[config.mk]
export PLATFORM = sky130hd
export DESIGN_NAME = tfla_ctrl
export DESIGN_NICKNAME = d
export VERILOG_FILES = /design/src/tfla_pkg.sv /design/src/tfla_ctrl.sv
export SDC_FILE = /design/constraint.sdc
export NUM_CORES = 1
export LEC_CHECK = 0
export ABC_AREA = 1
export CORE_MARGIN = 2
export CORE_UTILIZATION = 50
export CTS_CLUSTER_SIZE = 12
export DETAILED_ROUTE_END_ITERATION = 10
export DONT_BUFFER_PORTS = 1
export HOLD_SLACK_MARGIN = 0.06
export SLEW_MARGIN = 20
export SYNTH_ARGS = -nofsm -noshare
export SYNTH_HDL_FRONTEND = slang
export SYNTH_SLANG_ARGS = --single-unit
[constraint.sdc]
create_clock -name clk -period 2.3 [get_ports clk]
set_clock_uncertainty 0.1 [all_clocks]
set_input_delay 0.115 -clock clk [delete_from_list [all_inputs] [get_ports clk]]
set_output_delay 0.115 -clock clk [all_outputs]
set_load 0.05 [all_outputs]
[src/tfla_pkg.sv]
// Package for the connection slot table: sizes, state and status codes,
// shared command/status structs. No dependencies.
`timescale 1ns / 1ps
package tfla_pkg;
    localparam int SLOTS = 64;
    localparam int IDX_W = 6;

    localparam logic [1:0] FN_LOOKUP = 2'd0;
    localparam logic [1:0] FN_ALLOC  = 2'd1;
    localparam logic [1:0] FN_WRITE  = 2'd2;
    localparam logic [1:0] FN_COUNT  = 2'd3;

    localparam logic [2:0] SS_FREE     = 3'd0;
    localparam logic [2:0] SS_SYN_RECV = 3'd1;
    localparam logic [2:0] SS_ESTAB    = 3'd2;
    localparam logic [2:0] SS_TWAIT    = 3'd3;

    localparam logic [1:0] RS_OK       = 2'd0;
    localparam logic [1:0] RS_NOT_FOUND = 2'd1;
    localparam logic [1:0] RS_LIMIT    = 2'd2;
    localparam logic [1:0] RS_NO_SLOT  = 2'd3;

    typedef enum logic [1:0] {
        SC_MATCH,
        SC_EVICT,
        SC_COUNT
    } scan_kind_t;

    typedef struct packed {
        logic       load;
        logic       scan_first;
        logic       scan_step;
        scan_kind_t kind;
        logic       do_write;
        logic       do_evict;
        logic       do_alloc;
    } dp_cmd_t;

    typedef struct packed {
        logic             scan_last;
        logic             any_free;
        logic [IDX_W-1:0] free_idx;
        logic             found;
        logic [IDX_W-1:0] found_idx;
        logic             have_cand;
        logic [IDX_W-1:0] cand_idx;
    } dp_stat_t;
endpackage

[src/tfla_ctrl.sv]
// Operation sequencer for the connection table: scans, commits, result strobe.
// Depends on tfla_pkg.
`timescale 1ns / 1ps
module tfla_ctrl
    import tfla_pkg::*;
(
    input  logic             clk,
    input  logic             rst_n,
    input  logic             start,
    input  logic [1:0]       func,
    input  logic [10:0]      half_open_now,
    input  logic [10:0]      limit,
    input  dp_stat_t         stat,
    input  logic [6:0]       est_count,
    output dp_cmd_t          cmd,
    output logic             busy,
    output logic             done,
    output logic [1:0]       status,
    output logic [IDX_W-1:0] slot_index,
    output logic             recycled,
    output logic [IDX_W-1:0] recycled_index,
    output logic [6:0]       active_count
);
    typedef enum logic [2:0] {
        S_IDLE,
        S_SCAN,
        S_EVSCAN,
        S_EVICT,
        S_ALLOC,
        S_CNT
    } state_t;

    state_t           state_reg;
    logic [1:0]       func_reg;
    logic             done_reg, rec_reg;
    logic [1:0]       status_reg;
    logic [IDX_W-1:0] idx_reg, rec_idx_reg;
    logic [6:0]       cnt_reg;

    always_comb
    begin
        cmd = '0;
        cmd.kind = SC_MATCH;
        case (state_reg)
            S_IDLE:
            begin
                cmd.load = start;
                cmd.scan_first = start;
                cmd.do_write = start && func == FN_WRITE;
            end
            S_SCAN:   cmd.scan_step = 1'b1;
            S_EVSCAN:
            begin
                cmd.scan_step = 1'b1;
                cmd.kind = SC_EVICT;
            end
            S_EVICT:  cmd.do_evict = stat.have_cand;
            S_ALLOC:
            begin
                cmd.do_alloc = stat.any_free;
                cmd.scan_first = !stat.any_free && !rec_reg;
            end
            S_CNT:
            begin
                cmd.scan_step = 1'b1;
                cmd.kind = SC_COUNT;
            end
            default:
            begin
            end
        endcase
    end

    assign busy = state_reg != S_IDLE;

    always_ff @(posedge clk or negedge rst_n)
    begin
        if (!rst_n)
        begin
            state_reg   <= S_IDLE;
            func_reg    <= FN_LOOKUP;
            done_reg    <= 1'b0;
            status_reg  <= RS_OK;
            idx_reg     <= '0;
            rec_reg     <= 1'b0;
            rec_idx_reg <= '0;
            cnt_reg     <= '0;
        end
        else
        begin
            done_reg <= 1'b0;
            case (state_reg)
                S_IDLE:
                    if (start)
                    begin
                        func_reg    <= func;
                        rec_reg     <= 1'b0;
                        rec_idx_reg <= '0;
                        cnt_reg     <= '0;
                        idx_reg     <= '0;
                        case (func)
                            FN_WRITE:
                            begin
                                done_reg   <= 1'b1;
                                status_reg <= RS_OK;
                            end
                            FN_COUNT: state_reg <= S_CNT;
                            FN_ALLOC:
                                if (half_open_now >= limit)
                                begin
                                    done_reg   <= 1'b1;
                                    status_reg <= RS_LIMIT;
                                end
                                else
                                    state_reg <= S_SCAN;
                            default:  state_reg <= S_SCAN;
                        endcase
                    end
                S_SCAN:
                    if (stat.scan_last)
                    begin
                        if (func_reg == FN_LOOKUP)
                        begin
                            state_reg <= S_IDLE;
                            done_reg  <= 1'b1;
                        end
                        else
                            state_reg <= S_ALLOC;
                    end
                S_ALLOC:
                    if (!stat.any_free && !rec_reg)
                        state_reg <= S_EVSCAN;
                    else
                    begin
                        state_reg  <= S_IDLE;
                        done_reg   <= 1'b1;
                        status_reg <= stat.any_free ? RS_OK : RS_NO_SLOT;
                        idx_reg    <= stat.any_free ? stat.free_idx : '0;
                    end
                S_EVSCAN:
                    if (stat.scan_last)
                        state_reg <= S_EVICT;
                S_EVICT:
                begin
                    rec_reg     <= 1'b1;
                    rec_idx_reg <= stat.cand_idx;
                    if (!stat.have_cand)
                    begin
                        rec_reg     <= 1'b0;
                        rec_idx_reg <= '0;
                        state_reg   <= S_IDLE;
                        done_reg    <= 1'b1;
                        status_reg  <= RS_NO_SLOT;
                    end
                    else
                        state_reg <= S_ALLOC;
                end
                S_CNT:
                    if (stat.scan_last)
                    begin
                        state_reg  <= S_IDLE;
                        done_reg   <= 1'b1;
                        status_reg <= RS_OK;
                    end
                default: state_reg <= S_IDLE;
            endcase
            // Lookup result captured once the scan has evaluated every slot.
            if (state_reg == S_SCAN && stat.scan_last && func_reg == FN_LOOKUP)
            begin
                status_reg <= stat.found ? RS_OK : RS_NOT_FOUND;
                idx_reg    <= stat.found ? stat.found_idx : '0;
            end
        end
    end

    assign done           = done_reg;
    assign status         = status_reg;
    assign slot_index     = idx_reg;
    assign recycled       = rec_reg;
    assign recycled_index = rec_idx_reg;
    assign active_count   = (state_reg == S_IDLE && done_reg && func_reg == FN_COUNT)
                            ? est_count : cnt_reg;
endmodule

# Word level (Yosys, flattened, before mapping)

Index checks and enable logic that the tools add are counted.

Reductions and logical operators: 20
Order comparisons: 1
Mux-type cells: 48
Equality and inequality tests: 21

Operator list:

| cell               | number |
|---|---|
| $mux 6             | 6 |
| $pmux 6 s2         | 2 |
| $mux 3             | 7 |
| $pmux 3 s6         | 1 |
| $mux 2             | 8 |
| $mux 1             | 15 |
| $ne 3x3->1 const B | 5 |
| $ge 11x11->1       | 1 |
| $ne 2x2->1 const B | 5 |
| $pmux 3 s3         | 1 |
| $pmux 2 s2         | 2 |
| $pmux 2 s4         | 1 |
| $mux 7             | 1 |
| $reduce_and 7->1   | 1 |
| $eq 2x2->1 const B | 3 |
| $eq 3x2->1 const B | 2 |
| $eq 3x3->1 const B | 2 |
| $logic_and 1x1->1  | 6 |
| $pmux 1 s2         | 3 |
| $reduce_and 6->1   | 1 |
| $reduce_bool 3->1  | 2 |
| $pmux 1 s5         | 1 |
| $reduce_bool 5->1  | 1 |
| $ne 4x3->1 const B | 1 |
| 10 further kinds   | 12 |

Bits of input ports: 56
Output and inout bits: 32
Register bits after elaboration: 21

# Depth between registers and ports, before layout

Gate-level depths: netlist (run 1).

Depth after elaboration: 6
Gate-level depth with buffers: 13
Depth with buffers taken out: 13

# Least setup slack after synthesis (run 1)

No wires, ideal clock.

Path type: register to register
Start: register state_reg[2]
End: register state_reg[0]
Period minus slack after synthesis: 2.347 ns
Path slack: -0.047 ns
Data required time: 2.083 ns
Data arrival time: 2.130 ns
Path buffers: 0
Cell stages (with the launch flop): 9
Cells stage by stage: dfrtp_1 -> nor2_2 -> inv_2 -> nor2_1 -> inv_1 -> nand2_1 -> a21boi_1 -> nand4_1 -> nand2_1

Word-level cells in the longest chain between the ends: 3
Elaborated cells on any way between the ends: 14
Classes of those cells: eq/ne (11); mux (1); reduce/logical (2)

RTL lines:

| what                                               | line             | text |
|---|---|---|
| start, declared                                    | tfla_ctrl.sv:33  | `state_t state_reg;` |
| start signal, assigned                             | tfla_ctrl.sv:80  | `state_reg <= S_IDLE;` |
| start signal, assigned                             | tfla_ctrl.sv:107 | `FN_COUNT: state_reg <= S_CNT;` |
| start signal, assigned                             | tfla_ctrl.sv:115 | `state_reg <= S_SCAN;` |
| $eq 3x2->1, or another cell as far along           | tfla_ctrl.sv:92  | `case (state_reg)` |
| $ne 2x2->1 (no line) or $ne 3x3->1 (tied branches) | -                |  |
| $reduce_and 6->1 (no line)                         | -                |  |

Several ways; a longest one is shown, not always the timed one.
A chain may end at the register's enable or synchronous reset.

# Worst setup path in the final report (run 1)

Start: register rec_reg, in the netlist recycled
End: register idx_reg[4], in the netlist slot_index[4]

Word-level cells in the longest chain between the ends: 4

RTL lines:

| what                       | line             | text |
|---|---|---|
| start, declared            | tfla_ctrl.sv:35  | `logic done_reg, rec_reg;` |
| start signal, assigned     | tfla_ctrl.sv:85  | `rec_reg <= 1'b0;` |
| start signal, assigned     | tfla_ctrl.sv:97  | `rec_reg <= 1'b0;` |
| start signal, assigned     | tfla_ctrl.sv:145 | `rec_reg <= 1'b1;` |
| $logic_not 1->1            | tfla_ctrl.sv:131 | `if (!stat.any_free && !rec_reg)` |
| $logic_and 1x1->1          | tfla_ctrl.sv:131 |  |
| $ne 3x3->1 (no line)       | -                |  |
| $reduce_and 3->1 (no line) | -                |  |
| end signal, assigned       | tfla_ctrl.sv:138 | `idx_reg <= stat.any_free ? stat.free_idx : '0;` |
| end signal, assigned       | tfla_ctrl.sv:171 | `idx_reg <= stat.found ? stat.found_idx : '0;` |
| end, declared              | tfla_ctrl.sv:37  | `logic [IDX_W-1:0] idx_reg, rec_idx_reg;` |

Every way passes these cells.

==> results of run 1 <==
[worst min-delay path by stage]
stage | slack, ns | end | depth (start not counted) | startpoint
2_1_floorplan | -0.28 | done | 0 | rst_n
3_3_place_gp | -0.28 | state_reg[2] | 0 | rst_n
3_5_place_dp | -0.28 | state_reg[2] | 0 | rst_n
4_1_cts | 0.06 | done | 4 | func[1]
5_1_grt | 0.09 | done | 4 | func[1]
6_report | 0.06 | done | 4 | func[1]
[cell usage after synthesis]
cell type / instances
sky130_fd_sc_hd__nand4_1: 6
sky130_fd_sc_hd__nor2_2: 1
sky130_fd_sc_hd__dfrtp_1: 21
sky130_fd_sc_hd__nand3_1: 14
sky130_fd_sc_hd__ha_1: 14
sky130_fd_sc_hd__nand2_1: 59
sky130_fd_sc_hd__o21ai_0: 6
sky130_fd_sc_hd__nor3_1: 1
sky130_fd_sc_hd__nor2_1: 21
sky130_fd_sc_hd__inv_2: 1
sky130_fd_sc_hd__a32oi_1: 5
sky130_fd_sc_hd__buf_2: 1
sky130_fd_sc_hd__o221ai_1: 1
sky130_fd_sc_hd__inv_1: 41
sky130_fd_sc_hd__a21boi_1: 1
sky130_fd_sc_hd__nor2_8: 2
sky130_fd_sc_hd__a21oi_1: 4
sky130_fd_sc_hd__nor2_4: 1
sky130_fd_sc_hd__inv_4: 2
sky130_fd_sc_hd__buf_6: 1
sky130_fd_sc_hd__a32o_1: 6
[worst max-delay path: stages (launching register included)]
cell and delay (ns):
sky130_fd_sc_hd__dfrtp_1 0.69, sky130_fd_sc_hd__nor2_1 0.14, sky130_fd_sc_hd__nand2_1 0.15, sky130_fd_sc_hd__nand2_1 0.07
sky130_fd_sc_hd__inv_1 0.06, sky130_fd_sc_hd__nand2_1 0.05, sky130_fd_sc_hd__nand2_1 0.07, sky130_fd_sc_hd__inv_2 0.07
sky130_fd_sc_hd__nand2_1 0.06, sky130_fd_sc_hd__nand3_1 0.07, sky130_fd_sc_hd__dlygate4sd3_1 0.55
[logic make-up after synthesis]
family                   after synthesis
AND/OR/NAND/NOR                      105
buffers and inverters                 46
AO/OA/AOI/OAI                         23
flip-flops                            21
adder cells (fa/ha/maj)               14
[cell type report]
type / count / area (sq um)
well taps: 33 / 41.3
clock buffers: 4 / 26.3
repair buffers: 39 / 359
flip-flops and latches: 21 / 526
inverters: 44 / 170
multi-input cells: 142 / 823
fillers: 266 / 1030
[layer usage]
layer,part of all wire [%],vias to the layer above,global-route usage [%]
met3,9.7,6,5.24
met2,47,77,38.8
met4,1.3,0,7.47
li1,-,757,-
met1,42,703,29.9
met5,0,-,0
[power groups by stage]
| stage | logic, mW | registers [mW] | clock network [mW] |
|---|---|---|---|
| floorplan | 0.763 | 0.907 | 0 |
| global placement | 0.931 | 0.916 | 0 |
| detailed placement | 0.946 | 0.918 | 0 |
| CTS | 1.01 | 0.911 | 0.177 |
| global route | 1.13 | 0.930 | 0.193 |
| finish | 1.02 | 0.915 | 0.171 |
[repair_timing]
item	4_1_cts	5_1_grt
hold buffers	25	0
setup endpoints to repair	0	3
endpoints found under the hold margin	40	0
gates resized for setup	0	4
==> results by group, run 1 <==
Status
  – Run status: completed

Cells and area
  – Most used cells in the layout excluding fill and tap cells: sky130_fd_sc_hd__nand2_1 (58), sky130_fd_sc_hd__inv_1 (40), sky130_fd_sc_hd__dlygate4sd3_1 (25)
  – Layout-stage area growth over the synthesis result: 27.4%
  – Post-layout util: between 60% and 70%
  – Share of cells above drive strength 1: between 10% and 20%
  – Final instance count without filler cells: 283
  – Number of inserted diodes: 0
  – Final standard cell area without fillers: between 0.0015 and 0.002 sq mm
  – Most common cell after layout, fill and taps aside: sky130_fd_sc_hd__nand2_1
  – Net count reported at finish: about 320

Placement
  – Placed Cells: approximately 250
  – Number of port buffers: 0
  – Detailed Place HPWL: 2940 um
  – Setup slack after placement: between 0.4 and 0.5 ns
  – GPL Wtd Cong: approximately 0.84
  – Placement-stage cell area: 0.00166 sq mm

Clocking
  – Number of buffers inserted to repair setup after CTS: 0
  – Clock edge transition at the registers on the reported setup and hold paths: 0.11 ns
  – TritonCTS buffer count: 3
  – Clock latency reported for the late side of the worst-skew pair: 0.29 ns
  – Clock tree from TritonCTS: yes
  – Total clock sinks: 21
  – CTS max path bufs: 2
  – H-tree levels: 1
  – CTS Root Cell: sky130_fd_sc_hd__clkbuf_4

Synthesis
  – Share of the synthesized area in compound gates (AO/OA/AOI/OAI): between 10% and 20%
  – Mapped Nets: 279
  – Post-Syn Area per Cell: ~7.3 sq um
  – Largest family of logic cells by synthesized area: simple AND/OR/NAND/NOR gates
  – Post-synthesis share of cell area spent on xor and xnor gates: 0%
  – Share of the synthesized area in the top cell type: about 34%
  – Yosys synthesis warning count: 0
  – Synthesis-stage register bit count: 21
  – Number of instances in the synthesized netlist: between 200 and 250
  – Top cells by area, synth: sky130_fd_sc_hd__dfrtp_1 (34%), sky130_fd_sc_hd__nand2_1 (14%), sky130_fd_sc_hd__ha_1 (11%), sky130_fd_sc_hd__inv_1 (10%), sky130_fd_sc_hd__nor2_1 (5.2%)
  – Multiplexer share of the synthesized area: 0%
  – Library cell with the largest summed area after synthesis: sky130_fd_sc_hd__dfrtp_1
  – Post-synth design cell area: between 0.0015 and 0.002 sq mm
  – Number of distinct library cells after synthesis: 21
  – Sequential-to-total area share from yosys stat: roughly a third
  – Basic-gate share of the synthesized area counting and, or, nand and nor cells: 30.8%
  – Area share of fa/ha/maj cells after synthesis: 11.5%

Drt
  – Via count: about 1500
  – Number of nets with antenna violations after detailed routing: 0
  – Drc violations: 0
  – Post-DR wirelength/cell: 13.8 um
  – Via-per-instance ratio: 5.45
  – Wirelength, routed: roughly 3900 um
  – TritonRoute pass-1 iters: 4
  – Initial detailed-routing violation count: between 60 and 70

Worst hold path
  – Classification of the worst-slack hold path: input port to register

STA
  – Worst slew pin tran: 0.945 ns
  – Crit path time final: between 2 and 2.5 ns
  – Hold Violations, Final: 0
  – Worst Setup Slack, final: between 0.1 and 0.15 ns
  – Maximum frequency from static timing analysis: 457 MHz
  – Worst hold slack after final layout: 0.0628 ns
  – Setup Viol. Count Final: 0
  – Share of the clock period used by the worst path after layout: a little over nine tenths
  – Setup repair after global routing missed its margin: false
  – Worst slew margin relative to its limit: 36.8%
  – Slew Viols, Final: 0
  – Total negative setup slack: 0 ns

Pwr
  – Peak supply drop: between 0.6 and 0.7 mV
  – Final Power: 2.11 mW
  – Int Pwr: just under 0.9 mW
  – Fraction of power spent switching nets: between 50% and 60%
  – Switching component of the power: around 1.2 mW
  – Leakage power: between 1 and 1.5 nW
  – Power per standard cell area: between 1000 and 1500 mW/mm^2
  – Combinational Power Share: between 40 and 50%
  – Portion of total power attributed to the clock network: between 8 and 9%
  – Share of total power in sequential cells: between 40% and 50%

Worst setup path
  – Flop2flop setup slack: between 0.1 and 0.15 ns
  – Crit-path max FO: 6
  – Setup CP Type: register to register
  – Critical Path End Type: register
  – RR Startpoint: recycled
  – Startpoint of the worst setup timing path: recycled
  – CP Data Arrival Time: 2.27 ns
  – Endpoint of the worst setup timing path: slot_index[4]
  – Worst flop-to-flop path endpoint: slot_index[4]
  – Logic depth of the worst register-to-register path: 10
  – CP required: 2.39 ns
  – Crit path launch type: register

Global routing
  – Initial antenna violation count: 0
  – Global-route wire length before repair: between 6000 and 7000 um
  – Sum of overflow across all layers after global routing: 0
  – Pin count of the biggest net entering global routing: 22
  – Number of global-route vias before repair: 1500
  – Overall fraction of global-route tracks in use: 23.3%

Floorplan
  – Height of the die: slightly below 60 um
  – Area of the core: approximately 0.0030 sq mm
  – Boundary pin count: 88
  – Site Rows: 20
  – Horizontal die dimension: approximately 59 um
  – Die outline area: about 0.0035 sq mm
  – Starting utilization of the core area: between 50 and 60%

Flow run
  – Number of maximum-capacitance violations: 0
No activity file was read; power rests on OpenSTA's default activity.
==> run 2, diff against run 1 <==
clock period = 2.17 ns   (was 2.3 ns; I/O delays follow)
==> run 2 against run 1 <==
  * Flip-flop and latch count unchanged
  * Design area increased by 2.6%
  * Non-clock buffer count is 4 higher
  * Die area unchanged
  * Critical path type is now register to output pin
  * Critical endpoint is now cmd[2]
==> results by group, run 2 (synthesized netlist as in run 1, its figures left out) <==
Clocking
  – CTS Root Cell: sky130_fd_sc_hd__clkbuf_4 (unchanged)
  – Clock edge transition at the registers on the reported setup and hold paths: 0.11 ns (about the same)
  – H-tree levels: 1 (unchanged)
  – Total clock sinks: 21 (unchanged)
  – TritonCTS buffer count: 3 (unchanged)
  – Clock tree from TritonCTS: yes (unchanged)
  – Clock latency reported for the late side of the worst-skew pair: 0.29 ns (about the same)
  – CTS max path bufs: 2 (unchanged)

Cells and area
  – Net count reported at finish: 325 (was 321)
  – Share of cells above drive strength 1: 12.2% (was 11.2%)
  – Most used cells in the layout excluding fill and tap cells: sky130_fd_sc_hd__nand2_1 (59), sky130_fd_sc_hd__inv_1 (41), sky130_fd_sc_hd__dlygate4sd3_1 (25) (was sky130_fd_sc_hd__nand2_1 (58), sky130_fd_sc_hd__inv_1 (40), sky130_fd_sc_hd__dlygate4sd3_1 (25))
  – Register area: 527 sq um (was 526 sq um)
  – Number of inserted diodes: 0 (unchanged)
  – Most common cell after layout, fill and taps aside: sky130_fd_sc_hd__nand2_1 (unchanged)
  – Combined area of the multi-input logic cells: 826 sq um (was 823 sq um)
  – Final standard cell area without fillers: 0.00200 sq mm (was 0.00195 sq mm)
  – Layout-stage area growth over the synthesis result: 30.6% (was 27.4%)
  – Count of filler cells inserted in the layout: 273 (was 266)

STA
  – Worst hold slack after final layout: 0.0736 ns (was 0.0628 ns)
  – Maximum frequency from static timing analysis: roughly 480 MHz
  – Worst Setup Slack, final: 0.0708 ns (was 0.114 ns)
  – Setup Viol. Count Final: 0 (unchanged)
  – Crit path time final: ~2.1 ns
  – Setup repair after global routing missed its margin: true (was false)
  – Slew Viols, Final: 0 (unchanged)
  – Worst slew margin relative to its limit: 38.8% (was 36.8%)
  – Share of the clock period used by the worst path after layout: a little over nine tenths
  – Worst slew pin tran: 0.915 ns (was 0.945 ns)
  – Hold Violations, Final: 0 (unchanged)

Worst setup path
  – CP required: 1.96 ns (was 2.39 ns)
  – RR Startpoint: state_reg[0] (was recycled)
  – Setup CP Type: register to output pin (was register to register)
  – Flop2flop setup slack: 0.40 ns (was 0.11 ns)
  – Worst flop-to-flop path endpoint: slot_index[0] (was slot_index[4])
  – Critical-path top delay cell: sky130_fd_sc_hd__dfrtp_2 (was sky130_fd_sc_hd__dfrtp_1)
  – Sequence of cells on the critical path: nor2_4 > inv_2 > nor2_4 > inv_6 > nor2_8 > inv_6 > nor2_2 > buf_6 (was nor2_1 > nand2_1 > nand2_1 > inv_1 > nand2_1 > nand2_1 > inv_2 > nand2_1 > nand3_1 > dlygate4sd3_1)
  – Buffers plus inverters on the worst setup path: 4 (was 3)
  – Critical Path End Type: output pin (was register)
  – Longest individual stage delay on the worst path: 0.47 ns (was 0.69 ns)
  – Worst path top cell family by delay: simple AND/OR/NAND/NOR gates (was flip-flops)
  – CP Data Arrival Time: 1.89 ns (was 2.27 ns)
  – Crit path launch type: register (unchanged)
  – Crit-path max FO: 14 (was 6)
  – Logic depth of the worst register-to-register path: 12 (was 10)

Global routing
  – Number of global-route vias before repair: 1433 (was 1500)
  – Initial antenna violation count: 0 (unchanged)
  – Sum of overflow across all layers after global routing: 0 (unchanged)
  – Global-route wire length before repair: 6100 um (was 6330 um)
  – Pin count of the biggest net entering global routing: 22 (unchanged)
  – Overall fraction of global-route tracks in use: 22.6% (was 23.3%)

Flow run
  – Number of maximum-capacitance violations: 0 (unchanged)

Placement
  – Number of port buffers: 0 (unchanged)
  – Detailed Place HPWL: 2940 um (about the same)
  – Placement-stage cell area: 0.00166 sq mm (unchanged)
  – GPL Wtd Cong: 0.823 (was 0.844)
  – Setup slack after placement: 0.350 ns (was 0.408 ns)

Pwr
  – Switching component of the power: 1.34 mW (was 1.23 mW)
  – Int Pwr: 1.01 mW (was 0.880 mW)
  – Leakage power: 1.16 nW (was 1.13 nW)
  – Combinational Power Share: 50.6% (was 48.5%)
  – Fraction of power spent switching nets: 57.0% (was 58.2%)
  – Peak supply drop: 0.638 mV (was 0.686 mV)
  – Portion of total power attributed to the clock network: 7.6% (was 8.1%)
  – Share of total power in sequential cells: 41.8% (was 43.4%)
  – Power per standard cell area: 1170 mW/mm^2 (was 1080 mW/mm^2)

Floorplan
  – Die outline area: 0.00351 sq mm (unchanged)
  – Starting utilization of the core area: 51.3% (unchanged)
  – Horizontal die dimension: 59.3 um (unchanged)
  – Site Rows: 20 (unchanged)
  – Area of the core: 0.00298 sq mm (unchanged)
  – Height of the die: 59.3 um (unchanged)
  – Boundary pin count: 88 (unchanged)

Drt
  – Wirelength, routed: 4000 um (was 3910 um)
  – Initial detailed-routing violation count: 85 (was 68)
  – Via-per-instance ratio: 5.39 (was 5.45)
  – Number of nets with antenna violations after detailed routing: 0 (unchanged)
  – Drc violations: 0 (unchanged)
  – TritonRoute pass-1 iters: 4 (unchanged)
  – Via count: 1546 (was 1543)
  – Post-DR wirelength/cell: 13.9 um (was 13.8 um)

Worst hold path
  – Min-Delay Startpoint: func[1] (unchanged)
  – Classification of the worst-slack hold path: input port to register (unchanged)
  – Min-Delay Endpoint: done (unchanged)
  – Hold-critical path depth: 4 (unchanged)

Status
  – Run status: completed (unchanged)
run 2: layer usage:
| metal | routed length [um] | global-route usage, % | vias up |
|---|---|---|---|
| met5 | 0 | 0 | - |
| met4 | 27 | 6.49 | 0 |
| met3 | 346 | 4.59 | 4 |
| met2 | 1960 | 36.7 | 64 |
| met1 | 1670 | 30.3 | 716 |
| li1 | - | - | 762 |
run 2: worst reg2reg max path, stage by stage (launching register included):
cell	delay, ns
sky130_fd_sc_hd__dfrtp_2	0.47
sky130_fd_sc_hd__nor2_4	0.13
sky130_fd_sc_hd__inv_2	0.06
sky130_fd_sc_hd__nor2_4	0.19
sky130_fd_sc_hd__buf_4	0.15
sky130_fd_sc_hd__nand2_1	0.08
sky130_fd_sc_hd__nand2_1	0.07
sky130_fd_sc_hd__inv_1	0.05
sky130_fd_sc_hd__nand2_1	0.05
sky130_fd_sc_hd__nand2_1	0.04
sky130_fd_sc_hd__inv_1	0.17
sky130_fd_sc_hd__nand2_1	0.07
sky130_fd_sc_hd__nand2_1	0.09
run 2: final cells by class:
| type | instances | share of cell area, % |
|---|---|---|
| Tap cell | 33 | 2.07 |
| Inverter | 44 | 8.78 |
| Sequential cell | 21 | 26.4 |
| Clock buffer | 4 | 1.32 |
| Timing Repair Buffer | 43 | 20.1 |
| Multi-Input combinational cell | 142 | 41.4 |
run 2: metrics by stage:
stage / TNS [ns] / power (mW) / util, % / instances
detailed placement: 0 / 1.99 / 55.8 / 254
global route: -0.144 / 2.50 / 67.0 / 287
global placement: 0 / 1.96 / 55.8 / 254
CTS: 0 / 2.21 / 65.0 / 283
finish: 0 / 2.34 / 67.0 / 287
floorplan: 0 / 1.77 / - / 209
run 2: what timing repair did:
item | in CTS | in global routing
hold buffers | 25 | 0
buffers inserted | 0 | 4
setup endpoints to repair | 0 | 2
endpoints found under the hold margin | 40 | 0
resized for setup | 0 | 9
run 2: worst max path at each step:
stage,slack [ns],cells after the start,end,from
floorplan,0.02,8,cmd[2],state_reg[2]
global placement,0.41,8,cmd[2],state_reg[2]
detailed placement,0.35,8,cmd[2],state_reg[2]
CTS,0.009,8,cmd[2],state_reg[2]
global route,-0.04,7,active_count[2],state_reg[0]
finish,0.07,8,cmd[2],state_reg[0]
run 2: power by group through the flow:
stage / sequential [mW] / combinational, mW / clock, mW
2_1_floorplan: 0.961 / 0.809 / 0
3_3_place_gp: 0.969 / 0.994 / 0
3_5_place_dp: 0.973 / 1.01 / 0
4_1_cts: 0.966 / 1.06 / 0.185
5_1_grt: 0.997 / 1.30 / 0.202
6_report: 0.979 / 1.19 / 0.178
==> run 3, diff against run 2 <==
GPL_ROUTABILITY_DRIVEN = 0   (was not set)
MAX_ROUTING_LAYER = met4   (was not set)
==> run 3 against run 2 <==
  * First-iteration DRC count fell by 32%
  * Maximum frequency shrank 0.63%
  * Count of clock-buffer cells in the layout unchanged
  * Design area fell by 0.69%
  * Cell count is the same
  * Largest cell class unchanged
==> results by group, run 3 (synthesized netlist as in run 1, its figures left out) <==
Status
  – Run status: completed (unchanged)

Clocking
  – CTS Root Cell: sky130_fd_sc_hd__clkbuf_4 (unchanged)
  – Clock tree from TritonCTS: yes (unchanged)
  – Total clock sinks: 21 (unchanged)
  – Clock latency reported for the late side of the worst-skew pair: 0.30 ns (was 0.29 ns)
  – CTS max path bufs: 2 (unchanged)
  – Clock edge transition at the registers on the reported setup and hold paths: 0.11 ns (about the same)
  – H-tree levels: 1 (unchanged)
  – TritonCTS buffer count: 3 (unchanged)

STA
  – Share of the clock period used by the worst path after layout: 97.4% (was 96.7%)
  – Worst hold slack after final layout: 0.0777 ns (was 0.0736 ns)
  – Crit path time final: 2.11 ns (was 2.10 ns)
  – Slew Viols, Final: 0 (unchanged)
  – Hold Violations, Final: 0 (unchanged)
  – Maximum frequency from static timing analysis: 473 MHz (was 476 MHz)
  – Setup repair after global routing missed its margin: true (unchanged)
  – Worst slew margin relative to its limit: 38.0% (was 38.8%)
  – Total negative setup slack: 0 ns (unchanged)
  – Setup Viol. Count Final: 0 (unchanged)
  – Worst slew pin tran: 0.926 ns (was 0.915 ns)

Floorplan
  – Site Rows: 20 (unchanged)
  – Horizontal die dimension: 59.3 um (unchanged)
  – Die outline area: 0.00351 sq mm (unchanged)
  – Area of the core: 0.00298 sq mm (unchanged)
  – Boundary pin count: 88 (unchanged)
  – Height of the die: 59.3 um (unchanged)
  – Starting utilization of the core area: 51.3% (unchanged)

Drt
  – Number of nets with antenna violations after detailed routing: 0 (unchanged)
  – Via count: 1534 (was 1546)
  – Initial detailed-routing violation count: 58 (was 85)
  – Wirelength, routed: 4040 um (was 4000 um)
  – TritonRoute pass-1 iters: 4 (unchanged)
  – Via-per-instance ratio: 5.34 (was 5.39)
  – Post-DR wirelength/cell: 14.1 um (was 13.9 um)
  – Drc violations: 0 (unchanged)

Worst setup path
  – Crit-path max FO: 14 (unchanged)
  – Worst path top cell family by delay: simple AND/OR/NAND/NOR gates (unchanged)
  – Sequence of cells on the critical path: nor2_2 > inv_2 > nor2_4 > inv_6 > nor2_8 > inv_6 > nor2_2 > buf_6 (was nor2_4 > inv_2 > nor2_4 > inv_6 > nor2_8 > inv_6 > nor2_2 > buf_6)
  – CP required: 1.96 ns (about the same)
  – Setup CP Type: register to output pin (unchanged)
  – Crit path launch type: register (unchanged)
  – Longest individual stage delay on the worst path: 0.42 ns (was 0.47 ns)
  – Critical Path End Type: output pin (unchanged)
  – CP Data Arrival Time: 1.90 ns (was 1.89 ns)
  – Critical-path top delay cell: sky130_fd_sc_hd__dfrtp_1 (was sky130_fd_sc_hd__dfrtp_2)
  – Buffers plus inverters on the worst setup path: 4 (unchanged)

Cells and area
  – Number of inserted diodes: 0 (unchanged)
  – Most common cell after layout, fill and taps aside: sky130_fd_sc_hd__nand2_1 (unchanged)
  – Most used cells in the layout excluding fill and tap cells: sky130_fd_sc_hd__nand2_1 (59), sky130_fd_sc_hd__inv_1 (41), sky130_fd_sc_hd__dlygate4sd3_1 (25) (unchanged)
  – Layout-stage area growth over the synthesis result: 29.7% (was 30.6%)
  – Count of filler cells inserted in the layout: 260 (was 273)
  – Final standard cell area without fillers: 0.00198 sq mm (was 0.00200 sq mm)
  – Net count reported at finish: 325 (unchanged)
  – Share of cells above drive strength 1: 11.8% (was 12.2%)
  – Final instance count without filler cells: 287 (unchanged)

Pwr
  – Power per standard cell area: 1160 mW/mm^2 (was 1170 mW/mm^2)
  – Share of total power in sequential cells: 41.8% (about the same)
  – Switching component of the power: 1.32 mW (was 1.34 mW)
  – Fraction of power spent switching nets: 57.7% (was 57.0%)
  – Int Pwr: 0.969 mW (was 1.01 mW)
  – Combinational Power Share: 50.2% (was 50.6%)
  – Portion of total power attributed to the clock network: 8.0% (was 7.6%)
  – Peak supply drop: 0.775 mV (was 0.638 mV)
  – Leakage power: 1.16 nW (about the same)

Global routing
  – Fraction of met2 tracks used by global routing: 40.2% (was 36.7%)
  – Met3 Usage GRT: 4.37% (was 4.59%)
  – Global-route wire length before repair: 6440 um (was 6100 um)
  – Number of global-route vias before repair: 1516 (was 1433)
  – Initial antenna violation count: 0 (unchanged)
  – Busiest grt layer: met2 (unchanged)
  – GR Layer Usage met1: 30.7% (was 30.3%)
  – Sum of overflow across all layers after global routing: 0 (unchanged)
  – Overall fraction of global-route tracks in use: 24.9% (was 22.6%)
  – Pin count of the biggest net entering global routing: 22 (unchanged)

Placement
  – Placement-stage cell area: 0.00166 sq mm (unchanged)
  – Number of port buffers: 0 (unchanged)
  – Placed Cells: 254 (unchanged)
  – Detailed Place HPWL: 2910 um (was 2940 um)

Flow run
  – Number of maximum-capacitance violations: 0 (unchanged)

Worst hold path
  – Classification of the worst-slack hold path: input port to register (unchanged)
-- run 3: cell count changes in the layout (fill, tap and decap cells not counted) --
cell	delta
sky130_fd_sc_hd__nor2_4	-1
sky130_fd_sc_hd__dfrtp_2	-1
sky130_fd_sc_hd__dfrtp_1	+1
sky130_fd_sc_hd__buf_6	-2
sky130_fd_sc_hd__nor2_2	+1
sky130_fd_sc_hd__buf_4	+2
-- run 3: routing by layer --
| layer | share of wire, % | wire length, um |
|---|---|---|
| met2 | 49 | 1960 |
| met1 | 39 | 1570 |
| met4 | 2.8 | 111 |
| met5 | 0 | 0 |
| met3 | 9.7 | 391 |
-- run 3: final cells by class --
type                            count  area, sq um  area share, %
Multi-Input combinational cell    142          821           41.4
Sequential cell                    21          526           26.5
Timing Repair Buffer               43          393           19.8
Inverter                           44          175           8.84
Tap cell                           33         41.3           2.08
Clock buffer                        4         26.3           1.33
-- run 3: power groups by stage --
stage / logic, mW / registers, mW / clock network (mW)
finish: 1.15 / 0.958 / 0.184
global route: 1.28 / 0.972 / 0.207
CTS: 1.10 / 0.951 / 0.188
detailed placement: 1.01 / 0.970 / 0
global placement: 0.989 / 0.968 / 0
floorplan: 0.809 / 0.961 / 0
-- run 3: worst reg2reg max path, delay by kind of cell, from the launching register on --
kind | cells | cell delay, ns
AND/OR/NAND/NOR | 5 | 0.84
buffers and inverters | 4 | 0.49
flip-flops | 1 | 0.42
-- run 3: metrics by stage --
stage	util, %	setup slack [ns]	power (mW)
6_report	66.6	0.0574	2.29
5_1_grt	66.6	-0.0516	2.46
4_1_cts	65.7	0.0220	2.24
3_5_place_dp	55.8	0.343	1.98
3_3_place_gp	55.8	0.409	1.96
2_1_floorplan	-	0.0243	1.77
-- run 3: repair_timing --
action	CTS	global route
endpoints found under the setup margin	1	2
hold buffers	25	0
pin swaps	1	2
resized for setup	1	4
setup buffers	2	2
hold endpoints to repair	40	0
cloned	0	0
-- run 3: path summary, 6_finish.rpt --
kind / cells past startpoint / end / start / slack [ns]
hold / removal: 4 / done / func[1] / 0.08
min in group asynchronous: 1 / done / rst_n / 0.28
max in group asynchronous: 1 / slot_index[1] / rst_n / 1.12
hold reg to reg: 2 / func_reg[0] / func_reg[0] / 0.49
setup / recovery: 8 / cmd[2] / state_reg[2] / 0.06
setup reg to reg: 9 / state_reg[2] / state_reg[2] / 0.26
